==> src/hdl/dplcd_pkg.sv <==
// Types, constants and register codes of the contrast detector
`default_nettype none
package dplcd_pkg;

   localparam int SAMPLE_BITS   = 10;
   localparam int FRACTION_BITS = 16;
   localparam int AVG_BITS      = SAMPLE_BITS + FRACTION_BITS;
   localparam int ALPHA_BITS    = 17;
   localparam int ALPHA_FRAC    = 16;
   localparam int THR_BITS      = 8;
   localparam int PROD_BITS     = AVG_BITS + ALPHA_BITS;
   localparam int CMP_BITS      = AVG_BITS + 1 + THR_BITS;
   localparam int CHANNELS      = 4;
   localparam int STEP_BITS     = $clog2(CHANNELS + 1);
   localparam int PERCENT_SCALE = 200;
   localparam int QUEUE_DEPTH   = 2;
   localparam int QPTR_BITS     = $clog2(QUEUE_DEPTH);
   localparam int QCNT_BITS     = $clog2(QUEUE_DEPTH + 1);
   localparam int CSR_ADDR_BITS = 4;
   localparam int CSR_DATA_BITS = 32;

   localparam logic [ALPHA_BITS-1:0] ALPHA_ONE       = ALPHA_BITS'(1 << ALPHA_FRAC);
   localparam logic [ALPHA_BITS-1:0] ALPHA_RESET     = ALPHA_BITS'(6554);
   localparam logic [THR_BITS-1:0]   LARGE_THR_RESET = THR_BITS'(165);
   localparam logic [THR_BITS-1:0]   SMALL_THR_RESET = THR_BITS'(155);
   localparam logic [PROD_BITS:0]    ROUND_BIAS      = (PROD_BITS+1)'((1 << ALPHA_FRAC) - 1);

   typedef enum logic [CSR_ADDR_BITS-3:0] {
      REG_ALPHA     = 2'd0,
      REG_LARGE_THR = 2'd1,
      REG_SMALL_THR = 2'd2
   } csr_index_type;

   typedef logic [SAMPLE_BITS-1:0] sample_type;
   typedef logic [AVG_BITS-1:0]    avg_type;

   typedef struct packed {
      sample_type front_large;
      sample_type front_small;
      sample_type back_large;
      sample_type back_small;
   } item_type;

   typedef struct packed {
      logic     valid;
      item_type item;
   } head_type;

   typedef struct packed {
      logic [ALPHA_BITS-1:0] alpha;
      logic [THR_BITS-1:0]   large_thr;
      logic [THR_BITS-1:0]   small_thr;
   } cfg_type;

   typedef struct packed {
      logic       detected;
      sample_type front_large;
      sample_type front_small;
      sample_type back_large;
      sample_type back_small;
   } result_type;

endpackage
`default_nettype wire

==> src/hdl/dplcd_if.sv <==
// Request and response channel interfaces of the contrast detector
`default_nettype none
interface dplcd_req_if;
   import dplcd_pkg::*;
   logic       valid;
   logic       ready;
   sample_type front_large_sample;
   sample_type front_small_sample;
   sample_type back_large_sample;
   sample_type back_small_sample;

   modport source (output valid, front_large_sample, front_small_sample,
                   back_large_sample, back_small_sample, input ready);
   modport sink   (input valid, front_large_sample, front_small_sample,
                   back_large_sample, back_small_sample, output ready);
endinterface

interface dplcd_rsp_if;
   import dplcd_pkg::*;
   logic       valid;
   logic       ready;
   logic       detected;
   sample_type front_large_level;
   sample_type front_small_level;
   sample_type back_large_level;
   sample_type back_small_level;

   modport source (output valid, detected, front_large_level, front_small_level,
                   back_large_level, back_small_level, input ready);
   modport sink   (input valid, detected, front_large_level, front_small_level,
                   back_large_level, back_small_level, output ready);
endinterface
`default_nettype wire

==> src/hdl/dual_pair_light_contrast_detector_unit.sv <==
// Top level of the dual-pair light contrast detector
//
//   channel   direction  transfer when         carries
//   req_chan  in         valid && ready       four 10-bit light samples
//   rsp_chan  out        valid && ready       detect flag, four 10-bit levels
//   csr_*     in/out     psel && penable      alpha and two thresholds
//
// In the back end an item is pulled from the queue in IDLE, passes through
// the single alpha multiplier in SMOOTH (one channel per cycle, the update of
// each channel overlapped with the product of the next), has its threshold
// products formed in PRODUCT and is loaded into the output register in DECIDE.
// Reset is synchronous; it clears the averages and loads the register defaults.
// A two-entry queue keeps the request side open while the back end works;
// the back end holds its last step while the output register waits.
`default_nettype none
module dual_pair_light_contrast_detector_unit (
   input  wire logic                                clock,
   input  wire logic                                reset,
   dplcd_req_if.sink                                req_chan,
   dplcd_rsp_if.source                              rsp_chan,
   input  wire logic                                csr_psel,
   input  wire logic                                csr_penable,
   input  wire logic                                csr_pwrite,
   input  wire logic [dplcd_pkg::CSR_ADDR_BITS-1:0] csr_paddr,
   input  wire logic [dplcd_pkg::CSR_DATA_BITS-1:0] csr_pwdata,
   output logic      [dplcd_pkg::CSR_DATA_BITS-1:0] csr_prdata,
   output logic                                     csr_pready
);
   import dplcd_pkg::*;

   cfg_type  cfg;
   head_type head;
   logic     pop;

   // register file; alpha leaves already saturated at one
   dplcd_csr u_csr (
      .clock       (clock),
      .reset       (reset),
      .csr_psel    (csr_psel),
      .csr_penable (csr_penable),
      .csr_pwrite  (csr_pwrite),
      .csr_paddr   (csr_paddr),
      .csr_pwdata  (csr_pwdata),
      .csr_prdata  (csr_prdata),
      .csr_pready  (csr_pready),
      .cfg         (cfg)
   );

   // intake: take each transfer into the queue
   dplcd_front u_front (
      .clock (clock),
      .reset (reset),
      .req   (req_chan),
      .pop   (pop),
      .head  (head)
   );

   // back end: advance the averages, test both pairs, drive the result
   dplcd_back u_back (
      .clock (clock),
      .reset (reset),
      .head  (head),
      .cfg   (cfg),
      .pop   (pop),
      .rsp   (rsp_chan)
   );

endmodule
`default_nettype wire

==> src/hdl/dplcd_csr.sv <==
// Configuration registers with APB-style access and alpha saturation
`default_nettype none
module dplcd_csr (
   input  wire logic                                clock,
   input  wire logic                                reset,
   input  wire logic                                csr_psel,
   input  wire logic                                csr_penable,
   input  wire logic                                csr_pwrite,
   input  wire logic [dplcd_pkg::CSR_ADDR_BITS-1:0] csr_paddr,
   input  wire logic [dplcd_pkg::CSR_DATA_BITS-1:0] csr_pwdata,
   output logic      [dplcd_pkg::CSR_DATA_BITS-1:0] csr_prdata,
   output logic                                     csr_pready,
   output dplcd_pkg::cfg_type                       cfg
);
   import dplcd_pkg::*;

   logic [ALPHA_BITS-1:0] alpha_ff;
   logic [THR_BITS-1:0]   large_thr_ff;
   logic [THR_BITS-1:0]   small_thr_ff;
   logic                  write;
   csr_index_type         index;

   assign csr_pready = 1'b1;
   assign write      = csr_psel && csr_penable && csr_pwrite;
   assign index      = csr_index_type'(csr_paddr[CSR_ADDR_BITS-1:2]);

   always_ff @(posedge clock) begin
      if (reset) begin
         alpha_ff     <= ALPHA_RESET;
         large_thr_ff <= LARGE_THR_RESET;
         small_thr_ff <= SMALL_THR_RESET;
      end else if (write) begin
         case (index)
            REG_ALPHA:     alpha_ff     <= csr_pwdata[ALPHA_BITS-1:0];
            REG_LARGE_THR: large_thr_ff <= csr_pwdata[THR_BITS-1:0];
            REG_SMALL_THR: small_thr_ff <= csr_pwdata[THR_BITS-1:0];
            default: ;
         endcase
      end
   end

   always_comb begin
      case (index)
         REG_ALPHA:     csr_prdata = CSR_DATA_BITS'(alpha_ff);
         REG_LARGE_THR: csr_prdata = CSR_DATA_BITS'(large_thr_ff);
         REG_SMALL_THR: csr_prdata = CSR_DATA_BITS'(small_thr_ff);
         default:       csr_prdata = '0;
      endcase
   end

   // saturate alpha at one so the average never overshoots the sample
   assign cfg.alpha     = (alpha_ff > ALPHA_ONE) ? ALPHA_ONE : alpha_ff;
   assign cfg.large_thr = large_thr_ff;
   assign cfg.small_thr = small_thr_ff;

endmodule
`default_nettype wire

==> src/hdl/dplcd_front.sv <==
// Intake stage: accept sample sets into a short queue for the back end
`default_nettype none
module dplcd_front (
   input  wire logic          clock,
   input  wire logic          reset,
   dplcd_req_if.sink          req,
   input  wire logic          pop,
   output dplcd_pkg::head_type head
);
   import dplcd_pkg::*;

   item_type               slot_ff [QUEUE_DEPTH];
   logic [QPTR_BITS-1:0]   wr_ptr_ff, wr_ptr_in;
   logic [QPTR_BITS-1:0]   rd_ptr_ff, rd_ptr_in;
   logic [QCNT_BITS-1:0]   count_ff, count_in;
   logic                   push;
   logic                   take;
   item_type               incoming;

   assign req.ready = (count_ff != QCNT_BITS'(QUEUE_DEPTH));
   assign push      = req.valid && req.ready;
   assign take      = pop && (count_ff != '0);

   assign incoming.front_large = req.front_large_sample;
   assign incoming.front_small = req.front_small_sample;
   assign incoming.back_large  = req.back_large_sample;
   assign incoming.back_small  = req.back_small_sample;

   always_comb begin
      wr_ptr_in = push ? QPTR_BITS'(wr_ptr_ff + 1'b1) : wr_ptr_ff;
      rd_ptr_in = take ? QPTR_BITS'(rd_ptr_ff + 1'b1) : rd_ptr_ff;
      count_in  = count_ff;
      if (push && !take) begin
         count_in = QCNT_BITS'(count_ff + 1'b1);
      end else if (take && !push) begin
         count_in = QCNT_BITS'(count_ff - 1'b1);
      end
   end

   always_ff @(posedge clock) begin
      if (reset) begin
         wr_ptr_ff <= '0;
         rd_ptr_ff <= '0;
         count_ff  <= '0;
      end else begin
         wr_ptr_ff <= wr_ptr_in;
         rd_ptr_ff <= rd_ptr_in;
         count_ff  <= count_in;
      end
   end

   always_ff @(posedge clock) begin
      if (push) begin
         slot_ff[wr_ptr_ff] <= incoming;
      end
   end

   assign head.valid = (count_ff != '0);
   assign head.item  = slot_ff[rd_ptr_ff];

endmodule
`default_nettype wire

==> src/hdl/dplcd_back.sv <==
// Execution stage: shared-multiplier smoothing, contrast test, result register
`default_nettype none
module dplcd_back (
   input  wire logic           clock,
   input  wire logic           reset,
   input  dplcd_pkg::head_type head,
   input  dplcd_pkg::cfg_type  cfg,
   output logic                pop,
   dplcd_rsp_if.source         rsp
);
   import dplcd_pkg::*;

   typedef enum logic [1:0] {
      IDLE,
      SMOOTH,
      PRODUCT,
      DECIDE
   } state_type;

   state_type              state_ff, state_in;
   logic [STEP_BITS-1:0]   step_ff, step_in;
   avg_type                avg_ff [CHANNELS];
   avg_type                avg_in [CHANNELS];
   sample_type             samp_ff [CHANNELS];
   sample_type             samp_in [CHANNELS];
   avg_type                hold_ff, hold_in;
   logic [PROD_BITS-1:0]   prod_ff, prod_in;
   logic                   down_ff, down_in;
   logic [CMP_BITS-1:0]    large_lhs_ff, large_lhs_in;
   logic [CMP_BITS-1:0]    large_rhs_ff, large_rhs_in;
   logic [CMP_BITS-1:0]    small_lhs_ff, small_lhs_in;
   logic [CMP_BITS-1:0]    small_rhs_ff, small_rhs_in;
   logic                   large_pos_ff, large_pos_in;
   logic                   small_pos_ff, small_pos_in;
   logic                   rsp_valid_ff, rsp_valid_in;
   result_type             rsp_ff, rsp_in;

   avg_type                sample_pt;
   avg_type                mag;
   logic                   below;
   logic [PROD_BITS:0]     rounded;
   avg_type                delta;
   avg_type                updated;

   // multiplier operand: head channel of the rotating line
   always_comb begin
      sample_pt = {samp_ff[0], FRACTION_BITS'(0)};
      below     = sample_pt < avg_ff[0];
      mag       = below ? avg_ff[0] - sample_pt : sample_pt - avg_ff[0];
   end

   // update of the channel multiplied in the previous cycle; round down towards minus infinity
   always_comb begin
      rounded = {1'b0, prod_ff} + (down_ff ? ROUND_BIAS : '0);
      delta   = rounded[ALPHA_FRAC +: AVG_BITS];
      updated = down_ff ? hold_ff - delta : hold_ff + delta;
   end

   always_comb begin
      state_in     = state_ff;
      step_in      = step_ff;
      avg_in       = avg_ff;
      samp_in      = samp_ff;
      hold_in      = hold_ff;
      prod_in      = prod_ff;
      down_in      = down_ff;
      large_lhs_in = large_lhs_ff;
      large_rhs_in = large_rhs_ff;
      small_lhs_in = small_lhs_ff;
      small_rhs_in = small_rhs_ff;
      large_pos_in = large_pos_ff;
      small_pos_in = small_pos_ff;
      rsp_in       = rsp_ff;
      rsp_valid_in = rsp_valid_ff && !rsp.ready;
      pop          = 1'b0;

      case (state_ff)
         IDLE: begin
            if (head.valid) begin
               pop        = 1'b1;
               samp_in[0] = head.item.front_large;
               samp_in[1] = head.item.front_small;
               samp_in[2] = head.item.back_large;
               samp_in[3] = head.item.back_small;
               step_in    = '0;
               state_in   = SMOOTH;
            end
         end
         SMOOTH: begin
            // multiply the head channel, write back the previous one at the tail
            prod_in = PROD_BITS'(mag) * PROD_BITS'(cfg.alpha);
            down_in = below;
            hold_in = avg_ff[0];
            for (int i = 0; i < CHANNELS - 1; i++) begin
               avg_in[i]  = avg_ff[i+1];
               samp_in[i] = samp_ff[i+1];
            end
            avg_in[CHANNELS-1]  = updated;
            samp_in[CHANNELS-1] = samp_ff[0];
            step_in = STEP_BITS'(step_ff + 1'b1);
            if (step_ff == STEP_BITS'(CHANNELS)) begin
               state_in = PRODUCT;
            end
         end
         PRODUCT: begin
            // 200*(f-b) against T*(f+b) for each pair
            large_pos_in = avg_ff[0] > avg_ff[2];
            small_pos_in = avg_ff[1] > avg_ff[3];
            large_lhs_in = CMP_BITS'(avg_ff[0] - avg_ff[2]) * CMP_BITS'(PERCENT_SCALE);
            small_lhs_in = CMP_BITS'(avg_ff[1] - avg_ff[3]) * CMP_BITS'(PERCENT_SCALE);
            large_rhs_in = CMP_BITS'(cfg.large_thr)
                         * CMP_BITS'({1'b0, avg_ff[0]} + {1'b0, avg_ff[2]});
            small_rhs_in = CMP_BITS'(cfg.small_thr)
                         * CMP_BITS'({1'b0, avg_ff[1]} + {1'b0, avg_ff[3]});
            state_in = DECIDE;
         end
         DECIDE: begin
            // hold here until the output register is free
            if (!rsp_valid_ff || rsp.ready) begin
               rsp_valid_in       = 1'b1;
               rsp_in.detected    = large_pos_ff && (large_lhs_ff > large_rhs_ff)
                                 && small_pos_ff && (small_lhs_ff > small_rhs_ff);
               rsp_in.front_large = avg_ff[0][FRACTION_BITS +: SAMPLE_BITS];
               rsp_in.front_small = avg_ff[1][FRACTION_BITS +: SAMPLE_BITS];
               rsp_in.back_large  = avg_ff[2][FRACTION_BITS +: SAMPLE_BITS];
               rsp_in.back_small  = avg_ff[3][FRACTION_BITS +: SAMPLE_BITS];
               state_in           = IDLE;
            end
         end
         default: state_in = IDLE;
      endcase
   end

   always_ff @(posedge clock) begin
      if (reset) begin
         state_ff     <= IDLE;
         step_ff      <= '0;
         rsp_valid_ff <= 1'b0;
         for (int i = 0; i < CHANNELS; i++) begin
            avg_ff[i] <= '0;
         end
      end else begin
         state_ff     <= state_in;
         step_ff      <= step_in;
         rsp_valid_ff <= rsp_valid_in;
         avg_ff       <= avg_in;
      end
      samp_ff      <= samp_in;
      hold_ff      <= hold_in;
      prod_ff      <= prod_in;
      down_ff      <= down_in;
      large_lhs_ff <= large_lhs_in;
      large_rhs_ff <= large_rhs_in;
      small_lhs_ff <= small_lhs_in;
      small_rhs_ff <= small_rhs_in;
      large_pos_ff <= large_pos_in;
      small_pos_ff <= small_pos_in;
      rsp_ff       <= rsp_in;
   end

   assign rsp.valid             = rsp_valid_ff;
   assign rsp.detected          = rsp_ff.detected;
   assign rsp.front_large_level = rsp_ff.front_large;
   assign rsp.front_small_level = rsp_ff.front_small;
   assign rsp.back_large_level  = rsp_ff.back_large;
   assign rsp.back_small_level  = rsp_ff.back_small;

endmodule
`default_nettype wire

==> src/flat_wrapper.sv <==
// flat-port wrapper written by rule: the top's interface ports become plain ports
module dual_pair_light_contrast_detector_unit_flat import dplcd_pkg::*;
  (clock, reset, csr_psel, csr_penable, csr_pwrite, csr_paddr, csr_pwdata, csr_prdata, csr_pready, req_chan_valid, req_chan_front_large_sample, req_chan_front_small_sample, req_chan_back_large_sample, req_chan_back_small_sample, req_chan_ready, rsp_chan_valid, rsp_chan_detected, rsp_chan_front_large_level, rsp_chan_front_small_level, rsp_chan_back_large_level, rsp_chan_back_small_level, rsp_chan_ready);
  dplcd_req_if req_chan_i ();
  dplcd_rsp_if rsp_chan_i ();
  input  wire logic clock;
  input  wire logic reset;
  input  wire logic csr_psel;
  input  wire logic csr_penable;
  input  wire logic csr_pwrite;
  input  wire logic [dplcd_pkg::CSR_ADDR_BITS-1:0] csr_paddr;
  input  wire logic [dplcd_pkg::CSR_DATA_BITS-1:0] csr_pwdata;
  output logic      [dplcd_pkg::CSR_DATA_BITS-1:0] csr_prdata;
  output logic csr_pready;
  input wire logic [$bits(req_chan_i.valid)-1:0] req_chan_valid;
  input wire logic [$bits(req_chan_i.front_large_sample)-1:0] req_chan_front_large_sample;
  input wire logic [$bits(req_chan_i.front_small_sample)-1:0] req_chan_front_small_sample;
  input wire logic [$bits(req_chan_i.back_large_sample)-1:0] req_chan_back_large_sample;
  input wire logic [$bits(req_chan_i.back_small_sample)-1:0] req_chan_back_small_sample;
  output wire logic [$bits(req_chan_i.ready)-1:0] req_chan_ready;
  output wire logic [$bits(rsp_chan_i.valid)-1:0] rsp_chan_valid;
  output wire logic [$bits(rsp_chan_i.detected)-1:0] rsp_chan_detected;
  output wire logic [$bits(rsp_chan_i.front_large_level)-1:0] rsp_chan_front_large_level;
  output wire logic [$bits(rsp_chan_i.front_small_level)-1:0] rsp_chan_front_small_level;
  output wire logic [$bits(rsp_chan_i.back_large_level)-1:0] rsp_chan_back_large_level;
  output wire logic [$bits(rsp_chan_i.back_small_level)-1:0] rsp_chan_back_small_level;
  input wire logic [$bits(rsp_chan_i.ready)-1:0] rsp_chan_ready;
  assign req_chan_i.valid = req_chan_valid;
  assign req_chan_i.front_large_sample = req_chan_front_large_sample;
  assign req_chan_i.front_small_sample = req_chan_front_small_sample;
  assign req_chan_i.back_large_sample = req_chan_back_large_sample;
  assign req_chan_i.back_small_sample = req_chan_back_small_sample;
  assign req_chan_ready = req_chan_i.ready;
  assign rsp_chan_valid = rsp_chan_i.valid;
  assign rsp_chan_detected = rsp_chan_i.detected;
  assign rsp_chan_front_large_level = rsp_chan_i.front_large_level;
  assign rsp_chan_front_small_level = rsp_chan_i.front_small_level;
  assign rsp_chan_back_large_level = rsp_chan_i.back_large_level;
  assign rsp_chan_back_small_level = rsp_chan_i.back_small_level;
  assign rsp_chan_i.ready = rsp_chan_ready;
  dual_pair_light_contrast_detector_unit u_core (.clock(clock), .reset(reset), .req_chan(req_chan_i), .rsp_chan(rsp_chan_i), .csr_psel(csr_psel), .csr_penable(csr_penable), .csr_pwrite(csr_pwrite), .csr_paddr(csr_paddr), .csr_pwdata(csr_pwdata), .csr_prdata(csr_prdata), .csr_pready(csr_pready));
endmodule
==> config.mk <==
export PLATFORM = sky130hd
export DESIGN_NAME = dual_pair_light_contrast_detector_unit_flat
export DESIGN_NICKNAME = d
export VERILOG_FILES = /design/src/hdl/dplcd_pkg.sv /design/src/hdl/dplcd_if.sv /design/src/hdl/dual_pair_light_contrast_detector_unit.sv /design/src/hdl/dplcd_csr.sv /design/src/hdl/dplcd_front.sv /design/src/hdl/dplcd_back.sv /design/src/flat_wrapper.sv
export SDC_FILE = /design/constraint.sdc
export NUM_CORES = 2
export LEC_CHECK = 0
export BUFFER_PORTS_ARGS = -buffer_cell sky130_fd_sc_hd__buf_4
export CAP_MARGIN = 0
export CORE_ASPECT_RATIO = 0.6
export CORE_UTILIZATION = 39
export DETAILED_ROUTE_END_ITERATION = 8
export SETUP_SLACK_MARGIN = 0.5
export SYNTH_ARGS = -nofsm -noshare
export SYNTH_HDL_FRONTEND = slang
export SYNTH_SLANG_ARGS = --single-unit
==> constraint.sdc <==
create_clock -name clock -period 22.8 [get_ports clock]
set_input_delay 3.42 -clock clock [delete_from_list [all_inputs] [get_ports clock]]
set_output_delay 3.42 -clock clock [all_outputs]
set_load 0.05 [all_outputs]
# After elaboration in Yosys (flattened, before gate mapping)
# Memory sizes are Yosys's and may differ from the RTL's. A register that Yosys moved wholly into a read port is not among the register bits.
# Index checks and enable logic that the tools add are counted.
[totals]
mem_count = 1
ramBits = 80
regBits = 433
out_inout_bits = 76
[memory_table]
columns = ["name", "depth", "word_bits", "rd", "rd_ports_with_merged_regs", "wr", "line", "text"]
rows = [
  ["u_core.u_front.slot_ff", 2, 40, 1, 1, 1, "dplcd_front.sv:12", "item_type slot_ff [QUEUE_DEPTH];"],
]
[op_classes]
order_cmp = 6
multipliers = 5
muxes = 23
add_sub_neg = 14
n_eq_ne = 10
reduce_logical = 26
[op_table]
columns = ["op", "n"]
rows = [
  ["$pmux W40 S2", 1],
  ["$sub A26 B26 Y26", 3],
  ["$gt A35 B35 Y1", 2],
  ["$mul A35 B5 Y32 const B", 2],
  ["$mul A8 B27 Y35", 2],
  ["$add A26 B26 Y27", 2],
  ["$sub A26 B26 Y27", 2],
  ["$gt A26 B26 Y1", 2],
  ["$mux W26", 2],
  ["$pmux W17 S3", 1],
  ["$add A42 B16 Y42", 1],
  ["$mul A26 B17 Y42", 1],
  ["$mux W40", 1],
  ["$add A26 B26 Y26", 1],
  ["$lt A26 B26 Y1", 1],
  ["$gt A17 B17 Y1 const B", 1],
  ["$mux W17", 1],
  ["$mux W16", 1],
  ["$logic_and A1 B1 Y1", 10],
  ["$mux W2", 5],
  ["$reduce_and A2 Y1", 5],
  ["$mux W1", 8],
  ["$pmux W2 S4", 1],
  ["$eq A2 B2 Y1 const B", 3],
  ["15 further kinds", 25],
]

# Longest topological paths before layout
[logic_depth]
ltp_word = 7
ltp_mapped = 38
mapped_depth_nobuf = 36

# Cells and area by module
# Synthesis repeated with hierarchy kept, for this count alone.
[hier_totals]
cells_unflattened = 6349
area_unflattened_um2 = 60724.5
[modules_own_cells]
columns = ["module", "area_per_inst_um2", "seq_area_each_um2", "instances", "cells_each"]
rows = [
  ["dplcd_back", 55821.0, 10790.3, 1, 5983],
  ["dplcd_front", 3095.5, 2502.4, 1, 148],
  ["dplcd_csr", 1808.0, 660.6, 1, 218],
]

# Worst setup path before layout
# Ideal clock, no wire load.
[synth_timing]
path_kind = "flip-flop to flip-flop"
startpoint = "register u_core.u_back.avg_ff[78] in the netlist's numbering"
endpoint = "register u_core.u_back.prod_ff[40], data pin"
setup_slack_ns = 14.241
path_stages_with_launch = 38
arrival_time_ns = 8.301
required_time_ns = 22.542
n_path_buf = 5
path_cell_list = "dfxtp_1 clkbuf_1 inv_1 clkbuf_1 ha_1 nand3b_1 o31ai_4 a211oi_1 o211a_1 nor2_4 buf_4 buf_4 o31ai_1 xnor2_1 buf_2 nand2_1 fa_1 inv_1 [2 not listed] fa_1 inv_1 fa_1 fa_1 inv_1 fa_1 inv_1 ha_1 nand3_1 or2_2 a2111oi_0 o21ai_0 a22oi_1 a21oi_1 o211a_1 o21bai_1 a21oi_1 xnor2_1"
[synth_via]
elab_chain_len = 3
elab_cells_between_ends = 5
cone_classes = "2 x add/sub; 1 x mul; 1 x order compare; 1 x mux"
[synth_lines]
columns = ["element", "line", "text"]
rows = [
  ["from (decl)", "dplcd_back.sv:22", "avg_type avg_ff [CHANNELS];"],
  ["from (signal assigned)", "dplcd_back.sv:146", "avg_ff <= avg_in;"],
  ["$sub A26 B26 Y26 / $lt A26 B26 Y1 (equally long branches)", "dplcd_back.sv:49, dplcd_back.sv:48", ""],
  ["$mux W26 (*)", "dplcd_back.sv:49", "mag = below ? avg_ff[0] - sample_pt : sample_pt - avg_ff[0];"],
  ["$mul A26 B17 Y42 (*)", "dplcd_back.sv:91", "prod_in = PROD_BITS'(mag) * PROD_BITS'(cfg.alpha);"],
  ["to (signal assigned)", "dplcd_back.sv:150", "prod_ff <= prod_in;"],
  ["to (decl)", "dplcd_back.sv:27", "logic [PROD_BITS-1:0] prod_ff, prod_in;"],
]
# Mark *: on every way between the ends. The rest lies on a longest branch, timed or not.
# A chain may end at the register's enable or synchronous reset.

# Worst setup path in the final report
[layout_timing]
startpoint = "register u_core.u_back.avg_ff[94] in the netlist's numbering"
endpoint = "register u_core.u_back.prod_ff[40], data pin"
# Same word-level chain as after synthesis.

==> results.md <==
* Synth cell types at 90
* DR iter-0 viols at 4758
* Vias per cell at 5.31
* Worst Path Class, Setup: reg2reg
* Crit. End Element: register
* Fin area at 66600 um^2
* Synth area leader: fa_1
* ANT nets after route at 0
* Most frequent cell after synthesis: inv_1
* Share of layout cells above drive strength 1 at 0.0572
* Syn-to-layout area delta at 8.62%
* Vias in the first global route at 45000
* #FFs+latches synth at between 500 and 600
* Residual DRC at 0
* Clock Latency Late Sink at around 0.70 ns
* Post-Route WL at 185 mm
* Hold_buf cts at 0
* Synth Area in Simple Gates at 0.155
* Main combinational cell family by area after synthesis: adder cells
* FILL cells at 15200
* Synth top area cells: fa_1, edfxtp_1, ha_1
* First-pass GRT wire length at 281 mm
* Top cell type's share of synthesized area at 0.234
* Die area at 159000 um^2
* Chip Width at 514 um
* Port buffer count at 125
* Crit path DAT at about 12 ns
* Adder-Cell Fraction of Synth Area at 0.361
* Number of setup buffers added after CTS at 0
* Syn Inst Count at 6586
* Top Ports at 159
* Crit path top cell by count: fa_1
* All-Layer GR Usage at 0.232
* Run status: finished clean
* Clk_skew at 0.0524 ns
* CTS Sinks at 514
* WHS at 0.521 ns
* Root Driver: clkbuf_16
* Reg clk slew, reported paths at 0.07 ns
* Yosys warns at 0
* Register area share after synthesis at 0.228
* Maximum clock insertion buffer count at 3
* Gpl congestion at 0.946
* Post-Synthesis Cell Area at between 60000 and 70000 um^2
* Post-synthesis compound-gate area fraction at 0.104
* Largest net degree at the start of global routing at between 100 and 150
* Slowest-stage cell, CP: xnor2_1
* Post-synth EDFFs at approximately 370
* Post-layout net count at 8038
* Crit Path Max Fanout at 30
* Hpwl dp at 148 mm
* Post-CTS resize count at 0
* Grt total ovfl at 0
* Max Cap Violations at 0
* Unrepaired setup endpoints after global routing: false
* Worst slew margin at 0.200
* Setup TNS Final at 0 ns
* Period minus WS final at approximately 12 ns
* Worst Tran Pin Value at 1.20 ns
* Top_reg_cell synth: edfxtp_1
* Hold crit path type: reg2reg
* Placed inst area at 64600 um^2
* Asr flop ratio synth at 0
* Max frequency at 0.0845 GHz
* Slowest stage delay, CP at between 0.8 and 0.9 ns
* Initial antenna violation count at 7
* Startpoint Class: register
* H-tree depth at 2
* Post-Synth XOR/XNOR Area at 0.0466
* Core ar. at between 150000 and 200000 um^2
* Routed len/inst at 21.0 um
* Post-Route Utilization at 0.428
* Crit share post-route at 0.519
* Syn avg cell area at 9.31 um^2
* Final Hold Viols at 0
* Vias post-DR at between 40000 and 50000
* Slew Limit Fails at 0
* Pre-Repair DR Iteration Count at 6
* CTS Buf Count at 56
* CTS tree: yes
* WP data required at 23.21 ns
* Rows at 112
* Synth cell count leaders: inv_1, nand2_1, fa_1, ha_1, nor2_1
* Setup violators final at 0
* Initial core utilization at 0.394
* DIE HEIGHT at about 310 um
* Post-synthesis mux area share at 0.0272
sequential cells by signal, indices dropped and copies added (netlist names), 17 cells and up, named ones only:
register	flops
u_core.u_back.small_rhs_ff	35
u_core.u_back.avg_ff	104
u_core.u_back.large_rhs_ff	35
u_core.u_back.large_lhs_ff	32
u_core.u_csr.alpha_ff	17
u_core.u_front.slot_ff	80
u_core.u_back.prod_ff	42
u_core.u_back.small_lhs_ff	32
u_core.u_back.hold_ff	26
u_core.u_back.samp_ff	40
stage by stage:
stage,setup WS [ns],std cells
6_report,10.97,8783
5_1_grt,10.59,8774
4_1_cts,11.21,8774
3_5_place_dp,11.29,8668
3_3_place_gp,11.39,8668
2_1_floorplan,14.24,6600
worst paths after layout:
check / from / to / slack (ns) / cells after the start
hold / removal: u_core.u_front.rd_ptr_ff / register / 0.52 / 2
setup reg to reg: u_core.u_back.avg_ff[94] / u_core.u_back.prod_ff[40] / 10.97 / 33
hold reg to reg: u_core.u_front.rd_ptr_ff / register / 0.52 / 2
setup / recovery: u_core.u_back.avg_ff[94] / u_core.u_back.prod_ff[40] / 10.97 / 33
cell usage in the layout (no fill, tap or decap), types with 24 or more instances in the layout:
cell         n
a31oi_1     31
edfxtp_1   366
nor2b_1    114
a211oi_1    33
clkbuf_16   58
a21o_1     116
xnor2_1    217
o21a_1      54
mux2i_1    161
or3_1       29
and3_1      32
nand3_1     82
nand4_1     38
nor3_1      74
a21oi_1    288
nor4_1      24
dfxtp_1    147
xor2_1      94
ha_1       619
nor2_1     486
o21bai_1    45
o21ai_0    188
inv_1      977
and2_1     232
fa_1       717
buf_4      224
nand2_1    743
nand2b_1    79
o31ai_1     24
logic make-up (layout without fill, tap and decap cells):
family / Yosys count / in the layout
AND/OR/NAND/NOR: 2015 / 2015
XOR/XNOR: 320 / 320
multiplexers: 166 / 166
other: 2 / 25
buffers and inverters: 1247 / 1312
flip-flops: 514 / 514
AO/OA/AOI/OAI: 984 / 984
adder cells (fa/ha/maj): 1338 / 1338
per-layer routing:
metal,GRT usage,wire (um),up-vias
li1,-,-,21700
met4,0.0395,2960,0
met2,0.309,70600,1820
met5,0,0,-
met3,0.0619,20100,149
met1,0.370,90900,23000
final cells by class:
class | count | area, um^2 | area share
Multi-Input combinational cell | 4839 | 42700 | 0.641
Clock buffer | 65 | 1520 | 0.0228
Antenna cell | 9 | 22.5 | 0.000338
Clock inverter | 41 | 402 | 0.00603
Timing Repair Buffer | 225 | 1700 | 0.0256
Inverter | 981 | 3680 | 0.0553
Tap cell | 2109 | 2640 | 0.0396
Sequential cell | 514 | 14000 | 0.210
worst max-delay path, delay by kind of cell, from the launching register on:
| family | cells | cell delay [ns] |
|---|---|---|
| compound gates | 11 | 3.02 |
| xor+xnor | 2 | 1.01 |
| fa+ha+maj | 8 | 3.99 |
| buf+inv | 6 | 0.92 |
| flops | 1 | 0.80 |
| simple gates | 6 | 1.79 |
Power is not shown: default switching activity piles up to over one toggle a cycle in this logic, so the estimate is an artifact.
